<file path="src/design/avsm_pkg.sv">
// ----------------------------------------------------------------------------
// avsm_pkg
// Shared types and constants for the averaging voice sample mixer.
// ----------------------------------------------------------------------------
package avsm_pkg;

  localparam int VOICES            = 9;
  localparam int SAMPLES_PER_VOICE = 4096;
  localparam int SAMPLE_BITS       = 16;

  localparam int MIN_DIVISOR = 1;

  localparam int VI_W        = (VOICES > 1) ? $clog2(VOICES) : 1;
  localparam int CNT_W       = $clog2(VOICES + 1);
  localparam int POS_W       = $clog2(SAMPLES_PER_VOICE + 1);
  localparam int STORE_DEPTH = VOICES * SAMPLES_PER_VOICE;
  localparam int STORE_AW    = (STORE_DEPTH > 1) ? $clog2(STORE_DEPTH) : 1;
  localparam int SUM_W       = SAMPLE_BITS + ((VOICES > 1) ? $clog2(VOICES) : 0);
  localparam int DBIT_W      = $clog2(SUM_W + 1);

  typedef enum logic [2:0] {
    MODE_TICK   = 3'd0,
    MODE_START  = 3'd1,
    MODE_STOP   = 3'd2,
    MODE_SAMPLE = 3'd3,
    MODE_LENGTH = 3'd4
  } avsm_mode_e;

  typedef struct packed {
    logic [2:0]  mode;
    logic [3:0]  voice;
    logic [11:0] address;
    logic [15:0] value;
  } avsm_req_t;

  typedef struct packed {
    logic [15:0] mixed_sample;
    logic [3:0]  voices_mixed;
  } avsm_res_t;

  typedef struct packed {
    logic             start;
    logic [SUM_W-1:0] dividend;
    logic [CNT_W-1:0] divisor;
  } avsm_div_req_t;

  typedef struct packed {
    logic             done;
    logic [SUM_W-1:0] quotient;
  } avsm_div_rsp_t;

endpackage

</file>
<file path="src/design/avsm_divider.sv">
// ----------------------------------------------------------------------------
// avsm_divider
// Restoring divider, one quotient bit per cycle.
// ----------------------------------------------------------------------------
module avsm_divider import avsm_pkg::*; (
  input  logic          clk_i,
  input  logic          rst_ni,
  input  avsm_div_req_t req_i,
  output avsm_div_rsp_t rsp_o
);

  logic [SUM_W-1:0]  quo_q, quo_d;
  logic [CNT_W:0]    rem_q, rem_d;
  logic [CNT_W-1:0]  div_q, div_d;
  logic [DBIT_W-1:0] cnt_q, cnt_d;
  logic              done_q, done_d;
  logic [CNT_W:0]    shifted;
  logic [CNT_W+1:0]  trial;

  always_comb begin
    shifted = {rem_q[CNT_W-1:0], quo_q[SUM_W-1]};
    trial   = {1'b0, shifted} - {2'b00, div_q};
    quo_d   = quo_q;
    rem_d   = rem_q;
    div_d   = div_q;
    cnt_d   = cnt_q;
    done_d  = 1'b0;
    if (req_i.start) begin
      quo_d = req_i.dividend;
      rem_d = '0;
      div_d = req_i.divisor;
      cnt_d = DBIT_W'(SUM_W);
    end else if (cnt_q != '0) begin
      if (!trial[CNT_W+1]) begin
        rem_d = trial[CNT_W:0];
        quo_d = {quo_q[SUM_W-2:0], 1'b1};
      end else begin
        rem_d = shifted;
        quo_d = {quo_q[SUM_W-2:0], 1'b0};
      end
      cnt_d  = cnt_q - DBIT_W'(1);
      done_d = (cnt_q == DBIT_W'(1));
    end
  end

  always_ff @(posedge clk_i or negedge rst_ni) begin
    if (!rst_ni) begin
      cnt_q  <= '0;
      done_q <= 1'b0;
    end else begin
      cnt_q  <= cnt_d;
      done_q <= done_d;
    end
  end

  always_ff @(posedge clk_i) begin
    quo_q <= quo_d;
    rem_q <= rem_d;
    div_q <= div_d;
  end

  assign rsp_o.done     = done_q;
  assign rsp_o.quotient = quo_q;

endmodule

</file>
<file path="config.mk">
export PLATFORM = sky130hd
export DESIGN_NAME = avsm_divider
export DESIGN_NICKNAME = d
export VERILOG_FILES = /design/src/design/avsm_pkg.sv /design/src/design/avsm_divider.sv
export SDC_FILE = /design/constraint.sdc
export NUM_CORES = 1
export LEC_CHECK = 0
export ABC_AREA = 0
export BUFFER_PORTS_ARGS = -buffer_cell sky130_fd_sc_hd__buf_2
export CORE_ASPECT_RATIO = 0.9
export CORE_MARGIN = 2
export CORE_UTILIZATION = 40
export CTS_CLUSTER_DIAMETER = 200
export DETAILED_ROUTE_END_ITERATION = 7
export PLACE_DENSITY = 0.69
export SLEW_MARGIN = 20
export SYNTH_ARGS = -nofsm -noshare
export SYNTH_HDL_FRONTEND = slang
export SYNTH_SLANG_ARGS = --single-unit
</file>
<file path="constraint.sdc">
create_clock -name clk_i -period 2.1 [get_ports clk_i]
set_input_delay 0.21 -clock clk_i [delete_from_list [all_inputs] [get_ports clk_i]]
set_output_delay 0.21 -clock clk_i [all_outputs]
set_load 0.1 [all_outputs]
</file>
# ---- Yosys cells after proc, flatten, opt, wreduce, memory -nomap -nowiden
# Index checks and enable logic that the tools add are counted.
dict set report word_totals {
  mem_count 0
  rom_bits 0
  inputBits 27
  output_inout_bits 21
  regBits 34
  ram_bits 0
  latch_bits 0
}
dict set report op_classes {
  reduce_logical 2
  n_div 0
  addsub 2
  magnitude_cmp 0
  n_mul 0
  n_eq_ne 1
  bitwise 0
  n_shift 0
  muxes 8
}
# op count
set ops {}
lappend ops {{two-way mux 20 bit} 2}
lappend ops {{two-way mux 5 bit} 2}
lappend ops {{subtractor 5 x 4 -> 6 bit} 1}
lappend ops {{== test 5 x 1 -> 1 bit (second input constant)} 1}
lappend ops {{nonzero test 5 bit} 1}
lappend ops {{subtractor 5 x 1 -> 5 bit (second input constant)} 1}
lappend ops {{two-way mux 4 bit} 1}
lappend ops {{two-way mux 1 bit} 3}
lappend ops {{nonzero test 2 bit} 1}

# ---- Depth between registers and ports, before layout
# Gate-level depths: netlist of the first run.
dict set report logic_depth {
  depth_word 4
  ltp_mapped 7
}

# ---- Least setup slack after synthesis of the first run
# OpenSTA, ideal clock, no wires.
dict set report synth_timing {
  kind {flip-flop to flip-flop}
  start {register quo_q[19]}
  end {register rem_q[0]}
  period_less_slack_ps 2020
  stages_incl_launch_ff 7
  setup_ps 95
  t_required_ps 2005
  setup_slack_ps 80
  n_path_buf 0
  t_arrival_ps 1925
  path_cell_list {edfxtp_1 -> inv_1 -> ha_1 -> nor2b_1 -> o311a_1 -> nor3_2 -> o311ai_1}
}
dict set report synth_via {
  elab_chain_len 2
}
# element line_no
set synth_rtl {}
lappend synth_rtl {{from (decl)} avsm_divider.sv:12} ;# logic [SUM_W-1:0] quo_q, quo_d;
lappend synth_rtl {{from (signal assigned)} avsm_divider.sv:57} ;# quo_q <= quo_d;
lappend synth_rtl {{subtractor 5 x 4 -> 6 bit} avsm_divider.sv:22} ;# trial = {1'b0, shifted} - {2'b00, div_q};
lappend synth_rtl {{two-way mux 4 bit (*)} avsm_divider.sv:34} ;# if (!trial[CNT_W+1]) begin
lappend synth_rtl {{to (signal assigned)} avsm_divider.sv:58} ;# rem_q <= rem_d;
lappend synth_rtl {{to (decl)} avsm_divider.sv:13} ;# logic [CNT_W:0] rem_q, rem_d;
# Every way passes the cells marked *; elsewhere a longest branch is shown, timed or not.
# A chain may end at the register's enable or synchronous reset.

# ---- Worst setup path in the final report of the first run
dict set report layout_timing {
  start {register cnt_q[0]}
  end {register quo_q[4] (enable)}
}
dict set report layout_via {
  elab_chain_len 2
}
# element line_no
set layout_rtl {}
lappend layout_rtl {{from (decl)} avsm_divider.sv:15} ;# logic [DBIT_W-1:0] cnt_q, cnt_d;
lappend layout_rtl {{from (signal assigned)} avsm_divider.sv:51} ;# cnt_q <= cnt_d;
lappend layout_rtl {{nonzero test 5 bit} avsm_divider.sv:33} ;# end else if (cnt_q != '0) begin
lappend layout_rtl {{nonzero test 2 bit (no line)} --}
# No other way between the ends.

==> summary.md, run 1 <==
| Metric | Value |
|---|---|
| Run status | finished, final reports clean |
| Skew final | just over 0.006 ns |
| M1 wire length | between 1000 and 1500 um |
| Kind of end point of the critical path | flop |
| First-pass GRT wire length | 5290 um |
| Max clock buf depth | 2 |
| Hold buffers post-CTS | 1 |
| Hold Crit Class | primary input to flop |
| EDFF count, synth | 24 |
| CTS tree | yes |
| H-tree Lvls | 2 |
| Std-Cell Rows | 21 |
| Die span in x | 71.0 um |
| Post-Route Utilization | between 50% and 60% |
| Crit path arrival time | slightly below 2 ns |
| Count leader, synth | edfxtp_1 |
| Max Slew Vio Count | 0 |
| GP Congestion | 0.886 |
| Design area | about 2000 um^2 |
| Max cap viols | 0 |
| Met3 WL post-DR | 199 um |
| Tcrit/Tclk final | just over 90% |
| Wire per inst | 14.1 um |
| Die Ht | 64.3 um |
| Io pins | 48 |
| Worst VDD drop | a little over 0.6 mV |
| Synth warnings | 0 |
| Final setup fails | 0 |
| Total number of vias | 1129 |
| Area Overhead vs Synth | 24.1% |
| Synth area leaders | edfxtp_1 (45%), mux2_2 (13%), dfrtp_1 (9.3%), dfxtp_1 (5.0%), ha_1 (4.6%) |
| Clock-pin slew on the worst setup and hold paths | 0.07 ns |
| Length of the first detailed-routing pass in iterations | 4 |
| Leading area contributor after synthesis | edfxtp_1 |
| Max incr delay on CP | 0.52 ns |
| Via density | 5.16 |
| Final nets | 206 |
| Post-CTS Resized | 0 |
| RSZ-0062 raised after global routing | false |
| Max Freq | 0.520 GHz |
| Syn_nets | around 150 |
| Top routing layer used | met4 |
| Hold slack | between 0.09 and 0.1 ns |
| Most common flop cell mapped by yosys | edfxtp_1 |
| Worst setup SP type | flop |
| Synth top cells by count | edfxtp_1 (24), mux2_2 (19), inv_1 (11) |
| HPWL after detailed placement | roughly 2300 um |
| CP Class | flop to flop |
| Synth cell types | 33 |
| Fillers | 334 |
| DRC violations left | 0 |
| Area after DPL | 1910 um^2 |
| CP top delay family | simple AND/OR/NAND/NOR gates |
| Power Dens Cells | 1130 nW/um^2 |
| Top cell type's share of synthesized area | 44.6% |
| Clock Sinks | 34 |
| Core Area | between 3000 and 4000 um^2 |
| Ant diodes | 0 |
| Buf/Inv on CP | 3 |
| Slowest cell on crit path | or4b_4 |
| Setup TNS | 0 ns |
| Port Buf Inserts | 47 |
| Initial antenna violation count | 0 |
| Post-Syn Area | between 1500 and 2000 um^2 |
| CP max FO | 20 |
| Area of the multi-input gates | 601 um^2 |
| Synthesized instance count | roughly 120 |
| Initial Util | roughly 43% |
| Metal2 WL | 1520 um |
| Most frequent cell on the critical path | inv_1 |
| Setup Fix Bufs, Post-CTS | 0 |
| Vias in the first global route | 1177 |
| Final wirelength | 3080 um |
| CP required | 2.12 ns |
| Pleak | a little under 0.9 nW |
| Clk root buf | clkbuf_8 |
| Share of layout cells above drive strength 1 | 46.2% |
| Worst slew pin tran | 0.458 ns |
| DRT iter0 DRCs | 82 |
| GRT Overall Usage | 15.1% |
| Synth Register Bits | 34 |
| Worst slew margin | 69.0% |
| Die ar. | 4560 um^2 |
| Syn avg cell area | 13.6 um^2 |
| Hold Fails Final Rpt | 0 |
| Maximum number of pins on one net before global-route repair | 21 |
| Remaining Overflow, GRT | 0 |
| Sequential cell area | 951 um^2 |
| Clock Latency Late Sink | 0.29 ns |
| Final ANT Viol Nets | 0 |
| CTS Buf Count | 5 |
| Async set-reset flop share out of synthesis | 17.6% |
| Critical-path cell list | inv_1, ha_1, or4b_4, nor2_4, inv_1, buf_4 |
| Seq/Total Area, Yosys | between 50% and 60% |
| Final min period | 1.92 ns |
[metrics by stage]
| stage | setup WS (ns) | instances | total power [mW] |
|---|---|---|---|
| CTS | 0.174 | 219 | 2.26 |
| floorplan | 0.0797 | 119 | 1.64 |
| finish | 0.178 | 219 | 2.26 |
| detailed placement | 0.195 | 210 | 1.81 |
| global route | 0.102 | 219 | 2.38 |
| global placement | 0.272 | 210 | 1.78 |
[worst paths after layout]
check,from,end,slack (ns),depth (start not counted)
max,cnt_q[0]$_DFFE_PN0P_,quo_q[4]$_DFFE_PP_,0.18,6
min,req_i[3],div_q[3]$_DFFE_PP_,0.09,1
max reg2reg,cnt_q[0]$_DFFE_PN0P_,quo_q[4]$_DFFE_PP_,0.18,6
min reg2reg,rem_q[2]$_SDFFE_PP0P_,rem_q[2]$_SDFFE_PP0P_,0.50,2
max in group asynchronous,rst_ni,done_q$_DFF_PN0_,1.68,2
min in group asynchronous,rst_ni,cnt_q[3]$_DFFE_PN0P_,0.27,2
[per-layer routing]
layer	track usage, %	vias up
met5	0	-
met4	8.02	0
met3	4.57	6
met2	24.5	52
met1	18.0	523
li1	-	548
[sequential cells by signal (all words and copies together) (netlist names)]
name and cells:
div_q 4, rem_q 4, done_q 1, quo_q 20, cnt_q 5
[worst reg2reg max path, stage by stage, from the launching register on]
cell	delay, ns
dfrtp_1	0.41
inv_1	0.10
ha_1	0.21
or4b_4	0.52
nor2_4	0.15
inv_1	0.06
buf_4	0.21
[cell families (layout without fill, tap and decap cells)]
kind of cell	after synthesis	after routing	synth area share [%]
flops	34	34	58.9
simple gates	28	28	10.4
mux	20	20	13.9
buf+inv	15	69	3.95
compound gates	14	14	6.51
fa+ha+maj	7	7	5.89
xor+xnor	1	1	0.542
[power breakdown]
group | total (mW) | switching [mW] | internal, mW
Clock | 0.458 | 0.230 | 0.228
Sequential | 0.932 | 0.0877 | 0.844
Combinational | 0.868 | 0.634 | 0.234
[final cells by class]
type                            count  area share [%]
Sequential cell                    34            47.4
Multi-Input combinational cell     70            30.0
Clock inverter                      2           0.437
Clock buffer                        6            3.62
Tap cell                           46            2.87
Timing Repair Buffer               50            13.6
Inverter                           11            2.06
[placed cells by master, fill, tap and decap left out, types with 2 or more instances in the layout]
cell type / synthesis / layout
buf_2: 3 / 47
edfxtp_1: 24 / 24
mux2_2: 19 / 19
inv_1: 11 / 11
nor2_1: 8 / 8
nand2_1: 6 / 6
ha_1: 6 / 6
dfrtp_1: 6 / 6
clkbuf_8: 0 / 5
o31ai_1: 4 / 4
dfxtp_1: 4 / 4
a21oi_1: 3 / 3
nor3_1: 2 / 2
o311ai_1: 2 / 2
nand4_1: 2 / 2
(Power assumes the default switching activity.)
==> run 2: changes to the inputs <==
Settings changed: SETUP_SLACK_MARGIN set to 0.5.
==> summary.md, run 2 (synthesis results as in run 1) <==
| Metric | Value |
|---|---|
| Std-Cell Rows | 21 (unchanged) |
| Maximum number of pins on one net before global-route repair | 33 (+57%) |
| Vias in the first global route | 1257 (+6.8%) |
| Setup TNS | 0 ns (unchanged) |
| DRT iter0 DRCs | 62 (-24%) |
| Area Overhead vs Synth | 46.2% |
| Power Dens Cells | 1100 nW/um^2 (-2.6%) |
| Largest register FFs | 20 (unchanged) |
| Max cap viols | 0 (unchanged) |
| Core Area | 3780 um^2 (unchanged) |
| Port Buf Inserts | 47 (unchanged) |
| Die span in x | 71.0 um (unchanged) |
| Area of the multi-input gates | 753 um^2 (+25%) |
| HPWL after detailed placement | 2200 um (-5.0%) |
| WHS Endpoint | div_q[2]$_DFFE_PP_ |
| Length of the first detailed-routing pass in iterations | 4 (unchanged) |
| Clk root buf | clkbuf_8 |
| CTS tree | yes |
| Via density | 5.08 (-1.5%) |
| Worst slew pin tran | 0.724 ns (+0.266 ns) |
| Worst Hold Path Cells | 1 (unchanged) |
| Top reg by flops | quo_q |
| Clock Sinks | 34 (unchanged) |
| Initial Util | 42.7% (unchanged) |
| Die ar. | 4560 um^2 (unchanged) |
| CP Class | flop to flop |
| CTS Buf Count | 5 (unchanged) |
| Final wirelength | 3560 um (+16%) |
| Kind of end point of the critical path | flop |
| R2R Path End | quo_q[14]$_DFFE_PP_ |
| Sequential cell area | 953 um^2 (+0.26%) |
| Skew final | 0.00594 ns (-0.000125 ns) |
| Wire per inst | 15.0 um (+6.3%) |
| Final nets | 225 (+9.2%) |
| Hold Crit Class | primary input to flop |
| H-tree Lvls | 2 (unchanged) |
| Die Ht | 64.3 um (unchanged) |
| First-pass GRT wire length | 5760 um (+8.9%) |
| CP required | 2.15 ns (+0.03 ns) |
| Hold_sp | req_i[2] |
| Reg2reg setup slack | 0.37 ns (+0.20 ns) |
| Fillers | 285 (-15%) |
| Initial antenna violation count | 0 (unchanged) |
| Max clock buf depth | 2 (unchanged) |
| Crit path arrival time | 1.77 ns (-0.18 ns) |
| GRT Overall Usage | 16.3% (+1.2 points) |
| CP max FO | 5 (-75%) |
| GP Congestion | 0.777 (-12%) |
| RSZ-0062 raised after global routing | true |
| Worst slew margin | 51.7% (-17 points) |
| Pleak | 1.01 nW (+15%) |
| Share of layout cells above drive strength 1 | 64.1% (+18 points) |
| Total number of vias | 1208 (+7.0%) |
| Hold Fails Final Rpt | 0 (unchanged) |
| Ant diodes | 0 (unchanged) |
| Commonest non-fill, non-tap cells in the layout | buf_2 (47), edfxtp_1 (24), mux2_2 (19) |
| Worst setup SP type | flop |
| Tcrit/Tclk final | 82.2% (-9.3 points) |
| Max Slew Vio Count | 0 (unchanged) |
| Max Freq | 0.579 GHz (+11%) |
| Pre-CTS setup slack | 0.207 ns (+0.0120 ns) |
| Final min period | 1.73 ns (-0.196 ns) |
| Clock Latency Late Sink | 0.28 ns (about the same) |
| Final WS setup | 0.374 ns (+0.196 ns) |
| Run status | finished, final reports clean |
| Worst r2r src | cnt_q[1]$_DFFE_PN0P_ |
| Leading cell type in the layout, fill and taps excluded | buf_2 |
| Power, Total | 2.59 mW (+15%) |
| Final setup fails | 0 (unchanged) |
| Io pins | 48 (unchanged) |
| Worst VDD drop | 0.933 mV (+50%) |
| Final ANT Viol Nets | 0 (unchanged) |
| Clock-pin slew on the worst setup and hold paths | 0.07 ns (about the same) |
| Biggest registers after layout | quo_q x20, cnt_q x5 |
| DRC violations left | 0 (unchanged) |
| R2R depth | 6 (unchanged) |
| Remaining Overflow, GRT | 0 (unchanged) |
[run 2: cell types whose count changed in the layout (fill, tap and decap cells not counted), sizes merged]
cell / previous run / this run
clkbuf: 6 / 9
buf: 49 / 67
clkinv: 2 / 0
[run 2: stage by stage]
step | std cells | utilization [%] | instance area, um^2 | hold slack, ns
2_1_floorplan | 119 | - | 1620 | -0.0856
3_3_place_gp | 209 | 50.2 | 1900 | 0.0385
3_5_place_dp | 209 | 50.2 | 1900 | 0.0409
4_1_cts | 235 | 59.0 | 2230 | 0.0932
5_1_grt | 238 | 62.4 | 2360 | 0.0852
6_report | 238 | 62.4 | 2360 | 0.101
[run 2: critical path, cell delays in order (launching register included)]
cell	delay [ns]
dfrtp_1	0.40
inv_2	0.09
ha_4	0.13
or4b_4	0.48
nor2_4	0.17
inv_4	0.07
clkbuf_16	0.15
[run 2: cell type report]
| class | instances | share of cell area, % |
|---|---|---|
| clock buffer | 8 | 3.39 |
| inverter | 11 | 1.85 |
| multi-input combinational | 70 | 31.9 |
| sequential | 34 | 40.4 |
| tap | 46 | 2.44 |
| timing repair buffer | 69 | 20.1 |
[run 2: power by group]
| part | internal [mW] | switching [mW] | total (mW) |
|---|---|---|---|
| sequential | 0.849 | 0.121 | 0.970 |
| clock | 0.235 | 0.218 | 0.453 |
| combinational | 0.432 | 0.737 | 1.17 |
[run 2: what timing repair did]
action / CTS / global route
hold endpoints to repair: 6 / 0
setup buffers: 17 / 1
hold buffers: 1 / 0
resized for setup: 22 / 22
pin swaps: 6 / 6
endpoints found under the setup margin: 24 / 28
cloned: 0 / 2
[run 2: worst max path at each step]
stage / from / endpoint / slack, ns / cells past startpoint
3_3_place_gp: cnt_q[0]$_DFFE_PN0P_ / quo_q[7]$_DFFE_PP_ / 0.26 / 6
4_1_cts: div_q[1]$_DFFE_PP_ / quo_q[0]$_DFFE_PP_ / 0.36 / 6
3_5_place_dp: cnt_q[0]$_DFFE_PN0P_ / quo_q[7]$_DFFE_PP_ / 0.21 / 6
6_report: cnt_q[1]$_DFFE_PN0P_ / quo_q[14]$_DFFE_PP_ / 0.37 / 6
2_1_floorplan: quo_q[19]$_DFFE_PP_ / rem_q[1]$_SDFFE_PP0P_ / 0.10 / 6
5_1_grt: cnt_q[0]$_DFFE_PN0P_ / quo_q[16]$_DFFE_PP_ / 0.34 / 6
[run 2: layer usage]
metal	wire, um	GRT usage (%)	vias to the layer above
li1	-	-	586
met1	1510	20.6	570
met2	1760	25.8	45
met3	236	5.99	7
met4	56	5.90	0
met5	0	0	-
